===== config.mk =====
export PLATFORM = sky130hd
export DESIGN_NAME = constant_rate_cell_shaper_top
export DESIGN_NICKNAME = d
export VERILOG_FILES = /design/src/sv/crcs_pkg.sv /design/src/sv/crcs_slot_mem.sv /design/src/sv/constant_rate_cell_shaper_top.sv
export VERILOG_INCLUDE_DIRS = /design/src /design/src/sv
export SDC_FILE = /design/constraint.sdc
export NUM_CORES = 2
export LEC_CHECK = 0
export BUFFER_PORTS_ARGS = -buffer_cell sky130_fd_sc_hd__buf_2
export CAP_MARGIN = 5
export CELL_PAD_IN_SITES_DETAIL_PLACEMENT = 0
export CELL_PAD_IN_SITES_GLOBAL_PLACEMENT = 1
export CORE_ASPECT_RATIO = 0.7
export CORE_MARGIN = 2
export CORE_UTILIZATION = 35
export CTS_BUF_LIST = sky130_fd_sc_hd__clkbuf_4
export DETAILED_ROUTE_END_ITERATION = 8
export PLACE_DENSITY_LB_ADDON = 0.1
export SETUP_SLACK_MARGIN = 0.1
export SKIP_CTS_REPAIR_TIMING = 1
export SLEW_MARGIN = 20
export SYNTH_ARGS = -nofsm -noshare
export SYNTH_HDL_FRONTEND = slang
export SYNTH_HIERARCHICAL = 1
export SYNTH_SLANG_ARGS = --single-unit

===== constraint.sdc =====
create_clock -name clk -period 13.5 [get_ports clk]
set_clock_uncertainty 0.2 [all_clocks]
set_input_delay 1.35 -clock clk [delete_from_list [all_inputs] [get_ports clk]]
set_output_delay 1.35 -clock clk [all_outputs]
set_load 0.02 [all_outputs]

===== src/sv/constant_rate_cell_shaper_top_assert.svh =====
`ifndef CONSTANT_RATE_CELL_SHAPER_TOP_ASSERT_SVH
`define CONSTANT_RATE_CELL_SHAPER_TOP_ASSERT_SVH

// Same-cycle implication, checked outside reset.
`define CRCS_ASSERT_IMP(label, clk, rst_n, ante, cons) \
	label: assert property (@(posedge clk) disable iff (!(rst_n)) (ante) |-> (cons)) \
		else $error("assertion failed: %m");

// Next-cycle implication, checked outside reset.
`define CRCS_ASSERT_NXT(label, clk, rst_n, ante, cons) \
	label: assert property (@(posedge clk) disable iff (!(rst_n)) (ante) |=> (cons)) \
		else $error("assertion failed: %m");

`endif


===== src/sv/crcs_pkg.sv =====
package crcs_pkg;

	localparam int unsigned ChunkMin   = 64;
	localparam int unsigned ChunkMax   = 1500;
	localparam int unsigned ChunkReset = 800;
	localparam int unsigned MaxPacket  = 1500;

	typedef enum logic [1:0] {
		KIND_ENQ  = 2'd0,
		KIND_DROP = 2'd1,
		KIND_DATA = 2'd2,
		KIND_PAD  = 2'd3
	} kind_t;

	typedef enum logic [1:0] {
		ST_IDLE,
		ST_SCAN,
		ST_DRAIN,
		ST_FIN
	} state_t;

	// One descriptor slot. A remaining count of zero means the slot is free.
	typedef struct packed {
		logic [10:0] rem;
		logic [15:0] seq;
		logic [10:0] sent;
		logic [4:0]  frag;
	} entry_t;

endpackage


===== src/sv/crcs_slot_mem.sv =====
module crcs_slot_mem #(
	parameter int SLOTS = 32
) (
	input  logic                       clk,
	input  logic                       arst_n,
	input  logic                       re,
	input  logic [$clog2(SLOTS)-1:0]   raddr,
	output crcs_pkg::entry_t           rdata,
	input  logic                       we,
	input  logic [$clog2(SLOTS)-1:0]   waddr,
	input  crcs_pkg::entry_t           wdata
);
	import crcs_pkg::*;

	entry_t mem [SLOTS];
	logic [SLOTS-1:0] written_q;
	entry_t rd_data_q;
	logic rd_ok_q;

	always_ff @(posedge clk) begin
		if (we) begin
			mem[waddr] <= wdata;
		end
		if (re) begin
			rd_data_q <= mem[raddr];
		end
	end

	// Per-slot written flags let a never-written slot read as free without a clearing pass.
	always_ff @(posedge clk or negedge arst_n) begin
		if (!arst_n) begin
			written_q <= '0;
			rd_ok_q <= 1'b0;
		end else begin
			if (we) begin
				written_q[waddr] <= 1'b1;
			end
			if (re) begin
				rd_ok_q <= written_q[raddr];
			end
		end
	end

	always_comb begin
		rdata = rd_data_q;
		if (!rd_ok_q) begin
			rdata.rem = '0;
		end
	end

endmodule


===== src/sv/constant_rate_cell_shaper_top.sv =====
// Each request is accepted in idle, then every slot is read once from the descriptor memory.
// Requests stall through the scan, the drain state and the result load, and a new one is
// accepted only back in idle; an output stall holds the result load back.
// Reset: asynchronous, active low; all slots free, sequence zero, chunk size 800.
// Slot occupancy flags clear at once on reset, so no memory clearing pass is needed.
`include "constant_rate_cell_shaper_top_assert.svh"

module constant_rate_cell_shaper_top #(
	parameter int SLOTS = 32
) (
	input  logic        clk,
	input  logic        arst_n,
	input  logic        cfg_valid,
	output logic        cfg_ready,
	input  logic [10:0] chunk_size,
	input  logic        req_valid,
	output logic        req_stall,
	input  logic        req_type,
	input  logic [10:0] pkt_len,
	output logic        res_valid,
	input  logic        res_stall,
	output logic [1:0]  result_kind,
	output logic [4:0]  slot,
	output logic [10:0] chunk_offset,
	output logic [10:0] chunk_len,
	output logic [4:0]  fragment_index,
	output logic        last_chunk
);
	import crcs_pkg::*;

	localparam int IW = $clog2(SLOTS);

	state_t state_q, state_d;
	logic [10:0] chunk_size_q;
	logic [15:0] next_seq_q;
	logic req_type_q;
	logic [10:0] pkt_len_q;
	logic [IW-1:0] scan_q;
	logic scan_s1;
	logic [IW-1:0] idx_s1;
	logic hit_q;
	logic [IW-1:0] best_idx_q;
	entry_t best_q;
	entry_t rd_entry;

	logic accept;
	logic rd_en;
	logic load;
	logic wr_en;
	entry_t wr_entry;
	logic [1:0] kind_d;
	logic [10:0] off_d, len_d;
	logic [4:0] frag_d;
	logic last_d;
	logic [10:0] csz;
	logic [10:0] len_cl;

	logic res_valid_q;
	logic [1:0] kind_q;
	logic [4:0] slot_q;
	logic [10:0] off_q, len_q;
	logic [4:0] frag_q;
	logic last_q;

	assign cfg_ready = 1'b1;
	assign accept = req_valid && !req_stall;

	crcs_slot_mem #(.SLOTS(SLOTS)) u_mem (
		.clk   (clk),
		.arst_n(arst_n),
		.re    (rd_en),
		.raddr (scan_q),
		.rdata (rd_entry),
		.we    (wr_en),
		.waddr (best_idx_q),
		.wdata (wr_entry)
	);

	always_ff @(posedge clk or negedge arst_n) begin
		if (!arst_n) begin
			state_q <= ST_IDLE;
		end else begin
			state_q <= state_d;
		end
	end

	always_comb begin
		state_d = state_q;
		req_stall = 1'b1;
		rd_en = 1'b0;
		load = 1'b0;
		case (state_q)
			ST_IDLE: begin
				req_stall = 1'b0;
				if (req_valid) begin
					state_d = ST_SCAN;
				end
			end
			ST_SCAN: begin
				rd_en = 1'b1;
				if (scan_q == IW'(SLOTS - 1)) begin
					state_d = ST_DRAIN;
				end
			end
			ST_DRAIN: begin
				state_d = ST_FIN;
			end
			ST_FIN: begin
				if (!res_valid_q || !res_stall) begin
					load = 1'b1;
					state_d = ST_IDLE;
				end
			end
			default: begin
				state_d = ST_IDLE;
			end
		endcase
	end

	always_ff @(posedge clk or negedge arst_n) begin
		if (!arst_n) begin
			chunk_size_q <= 11'(ChunkReset);
			next_seq_q <= '0;
			scan_q <= '0;
			scan_s1 <= 1'b0;
			hit_q <= 1'b0;
			res_valid_q <= 1'b0;
		end else begin
			if (cfg_valid && cfg_ready) begin
				chunk_size_q <= chunk_size;
			end
			scan_s1 <= rd_en;
			if (accept) begin
				scan_q <= '0;
				hit_q <= 1'b0;
			end else if (rd_en && scan_q != IW'(SLOTS - 1)) begin
				scan_q <= scan_q + 1'b1;
			end
			if (scan_s1) begin
				if (!req_type_q) begin
					if (!hit_q && rd_entry.rem == '0) begin
						hit_q <= 1'b1;
					end
				end else if (rd_entry.rem != '0 && (!hit_q || rd_entry.seq < best_q.seq)) begin
					hit_q <= 1'b1;
				end
			end
			if (load && !req_type_q && hit_q) begin
				next_seq_q <= next_seq_q + 1'b1;
			end
			if (load) begin
				res_valid_q <= 1'b1;
			end else if (!res_stall) begin
				res_valid_q <= 1'b0;
			end
		end
	end

	always_ff @(posedge clk) begin
		if (accept) begin
			req_type_q <= req_type;
			pkt_len_q <= pkt_len;
		end
		idx_s1 <= scan_q;
		if (scan_s1) begin
			if (!req_type_q) begin
				if (!hit_q && rd_entry.rem == '0) begin
					best_idx_q <= idx_s1;
				end
			end else if (rd_entry.rem != '0 && (!hit_q || rd_entry.seq < best_q.seq)) begin
				best_idx_q <= idx_s1;
				best_q <= rd_entry;
			end
		end
		if (load) begin
			kind_q <= kind_d;
			slot_q <= hit_q ? 5'(best_idx_q) : 5'd0;
			off_q <= off_d;
			len_q <= len_d;
			frag_q <= frag_d;
			last_q <= last_d;
		end
	end

	always_comb begin
		csz = chunk_size_q;
		if (32'(chunk_size_q) < ChunkMin) begin
			csz = 11'(ChunkMin);
		end else if (32'(chunk_size_q) > ChunkMax) begin
			csz = 11'(ChunkMax);
		end
		len_cl = (32'(pkt_len_q) > MaxPacket) ? 11'(MaxPacket) : pkt_len_q;

		wr_entry = best_q;
		off_d = '0;
		len_d = '0;
		frag_d = '0;
		last_d = 1'b0;
		if (!req_type_q) begin
			kind_d = hit_q ? KIND_ENQ : KIND_DROP;
			wr_entry.rem = len_cl;
			wr_entry.seq = next_seq_q;
			wr_entry.sent = '0;
			wr_entry.frag = '0;
		end else begin
			kind_d = hit_q ? KIND_DATA : KIND_PAD;
			if (hit_q) begin
				off_d = best_q.sent;
				frag_d = best_q.frag;
				if (best_q.rem > csz) begin
					len_d = csz;
					wr_entry.rem = best_q.rem - csz;
					wr_entry.frag = best_q.frag + 1'b1;
				end else begin
					len_d = best_q.rem;
					wr_entry.rem = '0;
					last_d = 1'b1;
				end
				wr_entry.sent = best_q.sent + len_d;
			end
		end
		wr_en = load && hit_q;
	end

	assign res_valid = res_valid_q;
	assign result_kind = kind_q;
	assign slot = slot_q;
	assign chunk_offset = off_q;
	assign chunk_len = len_q;
	assign fragment_index = frag_q;
	assign last_chunk = last_q;

	`CRCS_ASSERT_NXT(a_accept_starts_scan, clk, arst_n, accept, state_q == ST_SCAN)
	`CRCS_ASSERT_IMP(a_write_only_at_finish, clk, arst_n, wr_en, state_q == ST_FIN && load)
	`CRCS_ASSERT_IMP(a_pad_is_empty, clk, arst_n, res_valid && result_kind == KIND_PAD,
		chunk_len == '0 && slot == '0 && !last_chunk)
	`CRCS_ASSERT_IMP(a_data_len_bounded, clk, arst_n, res_valid && result_kind == KIND_DATA,
		chunk_len != '0 && 32'(chunk_len) <= ChunkMax)

endmodule


==> impl_metrics.py <==
metrics = {
    "run_status": {
        "status": "complete, no violations",
    },
    "sta": {
        "final-max-slew-violation-count": 0,
        "setup_viol": 0,
        "tightestPinTransition_ps": 1170,
        "max_freq_ghz": 0.144,
        "fin_crit_sh_pct": 51.5,
        "slew_headroom_pct": 21.7,
        "grt_setup_unrepaired": "false",
        "hold_violations": 0,
        "min_period_ps": 6960,
        "setup_tns_ps": 0,
    },
    "floorplan": {
        "fp.dieH_microns": 357,
        "num_rows": 129,
        "io_pins": 66,
        "die_x_microns": 508,
        "start_util_pct": 35.2,
        "core_area_sq_mm": 0.177,
        "die-area_sq_mm": 0.181,
    },
    "critical_path": {
        "setup.worst_path.end_class": "flop",
        "cp_data_arrival_time_ps": 7730,
        "critPathLaunch": "chunk_size_q[8]",
        "crit_fanout": 32,
        "critPathRequiredTime_ps": 14270,
        "crit_type": "flop to flop",
        "start_kind": "flop",
        "r2r-start": "chunk_size_q[8]",
    },
    "drt": {
        "dr.pass1.iters": 5,
        "drtIter0Drc": 3399,
        "avgRoutedWirePerCell_microns": 30.2,
        "wirelength_mm": 176,
        "viasPerCell": 5.30,
        "ant_nets": 0,
        "drc_errors": 0,
        "vias": 30954,
    },
    "cells_and_area": {
        "final_cell_area_sq_mm": 0.0708,
        "mostFrequentLayoutCell": "edfxtp_1",
        "fin_cells": 5837,
        "final_cell_mix": "edfxtp_1 (1514), clkbuf_4 (575), mux4_2 (430), buf_4 (75), mux2_2 (70)",
        "final_layout_size_suffix_gt1_share_pct": 38.0,
        "final_nets": 3288,
        "syn_to_final_growth_pct": 13.7,
    },
    "clocking": {
        "ctsRootBufferMaster": "clkbuf_4",
        "clockBufferDepth": 4,
        "worstSkewPairLatency_ps": 1320,
        "clock-sinks": 1589,
        "cts_buffers": 403,
        "h-tree-depth": 5,
        "clk_pin_slew_ps": 80,
        "cts_tree": "built",
    },
    "pwr": {
        "peakVddDrop_uv": 107,
        "p_int_mw": 9.89,
        "p_per_area_mw_per_mm2": 202,
        "p_leak_nw": 23.0,
        "sequentialPowerShare_pct": 45.7,
        "power_frac_comb_pct": 27.0,
        "clkPwrFrac_pct": 27.4,
        "sw_frac_of_total_pct": 30.8,
        "p_sw_mw": 4.39,
    },
    "grt": {
        "grt_max_degree": 98,
        "antenna_found_initial": 8,
        "first_global_vias": 32323,
        "grt_pass1_wl_mm": 246,
        "grt_overflow": 0,
        "grt_usage_pct": 19.5,
    },
    "synthesis": {
        "synth_edf_count": 1514,
        "synth_nets": 2882,
        "yosysWarnings": 6,
        "syn_inst": 2807,
        "synth_ff_type": "edfxtp_1",
        "syn_avg_cell_area_sq_um": 22.2,
        "synth_area_sq_mm": 0.0623,
        "async_flop_share_pct": 4.41,
        "synth_cell_type_count": 69,
        "synth-seq-cells": 1589,
        "seq_area_frac_synth_pct": 76.0,
    },
    "placement": {
        "placed_cell_area_sq_mm": 0.0657,
        "gp_congestion": 0.796,
        "io_buffers": 64,
        "dp_hpwl_mm": 90.0,
        "dp_cells": 5148,
    },
    "run": {
        "cap_viol_max_count": 0,
    },
    "worst_hold_path": {
        "min_from": "chunk_size[7]",
        "hold_path_class": "input port to flop",
    },
}
[through the flow]
stage	setup WS, ps	hold WS, ps	power (mW)	util (%)
CTS	6420	-328	14.5	39.9
finish	6540	116	14.3	40.1
detailed placement	6470	189	10.5	37.2
global route	6060	2.59	15.0	40.0
global placement	6560	186	10.4	37.2
floorplan	6480	186	9.22	-
[final timing paths]
kind	depth (start not counted)	slack [ps]	endpoint
worst max register to register	23	6540	u_mem/mem[3][15]
worst min register to register	0	200	best_idx_q[3]
max in group asynchronous	3	11610	scan_q[3]
worst max-delay path	23	6540	u_mem/mem[3][15]
worst min-delay path	2	120	chunk_size_q[7]
min in group asynchronous	2	390	u_mem/written_q[31]
[cell type report]
cell class / count / area [sq um]
Inverter: 39 / 146
Tap cell: 2358 / 2950
Timing Repair Buffer: 160 / 1170
Multi-Input combinational cell: 1020 / 14400
Sequential cell: 1589 / 47300
Clock buffer: 575 / 4320
Clock inverter: 87 / 435
Antenna cell: 9 / 22.5
Fill cell: 15809 / 106000
[synthesized netlist by cell type (all sizes together) (3+ instances only)]
cell	n	share of area, %
edfxtp	1514	73
mux4	430	16
buf	90	0.93
nor2	75	0.45
mux2	71	1.3
clkbuf	69	0.42
dfrtp	67	2.7
ha	45	0.90
a21oi	39	0.33
inv	38	0.23
nand2	37	0.22
or2	35	0.35
nand3	28	0.23
o21ai	25	0.20
mux2i	24	0.39
and2	22	0.22
and3	22	0.22
nor2b	20	0.20
xnor2	16	0.23
xor2	16	0.23
a21o	14	0.17
nor3	11	0.096
o21a	11	0.13
nand4	8	0.080
a211oi	6	0.080
nand2b	6	0.060
nand3b	6	0.072
a31oi	5	0.050
dfxtp	5	0.16
or3	5	0.050
a22oi	4	0.048
o31ai	4	0.048
a2bb2oi	3	0.042
dfstp	3	0.13
nor4	3	0.030
or3b	3	0.042
[routing by layer]
layer  part of all wire, %  global-route usage (%)  vias up
li1                      -                       -    12745
met1                    47                    29.0    16854
met2                    45                    29.1     1084
met3                   5.8                    3.98      269
met4                   2.1                    6.01        2
met5                 0.011                       0        -
[cells by family after synthesis]
group | share of synthesized area, %
adders and majority gates | 0.969
buffers and inverters | 1.58
xor gates and xnor gates | 0.450
AOI/OAI and AO/OA | 1.35
other | 0.00602
muxes | 17.2
DFF | 76.0
and+or+nand+nor | 2.41
[state kept, by name, summed over array words and instances (netlist names), 2 cells and up]
register and cells:
u_mem/mem 1376, best_q 43, u_mem/rdata 32, u_mem/written_q 32
next_seq_q 16, chunk_len 11, chunk_offset 11, chunk_size_q 11
pkt_len_q 11, u_mem/rd_data_q 11, best_idx_q 5, fragment_index 5
idx_s1 5, scan_q 5, slot 5, result_kind 2
state_q 2
[worst max-delay path, stage by stage (launching register included)]
cell	delay, ps
dfstp_2	550
nand4_1	80
or2_0	230
o21ai_1	240
o41a_1	330
o21a_1	170
inv_1	40
ha_1	390
nand4_1	220
a21oi_2	250
o31ai_1	120
a21oi_2	850
nand3_1	170
o21ai_1	210
ha_1	220
inv_1	60
fa_1	390
nor2b_1	210
o31a_1	210
o221ai_1	140
a21oi_1	170
xor2_1	130
or3_1	390
a21oi_4	630
[power by group through the flow]
| stage | Clock, mW | Sequential, mW | Combinational [mW] |
|---|---|---|---|
| 2_1_floorplan | 0 | 6.47 | 2.75 |
| 3_3_place_gp | 0 | 6.63 | 3.82 |
| 3_5_place_dp | 0 | 6.64 | 3.87 |
| 4_1_cts | 4.04 | 6.54 | 3.89 |
| 5_1_grt | 4.29 | 6.56 | 4.15 |
| 6_report | 3.91 | 6.52 | 3.85 |
Note: power is estimated with default switching activity, not from simulation.
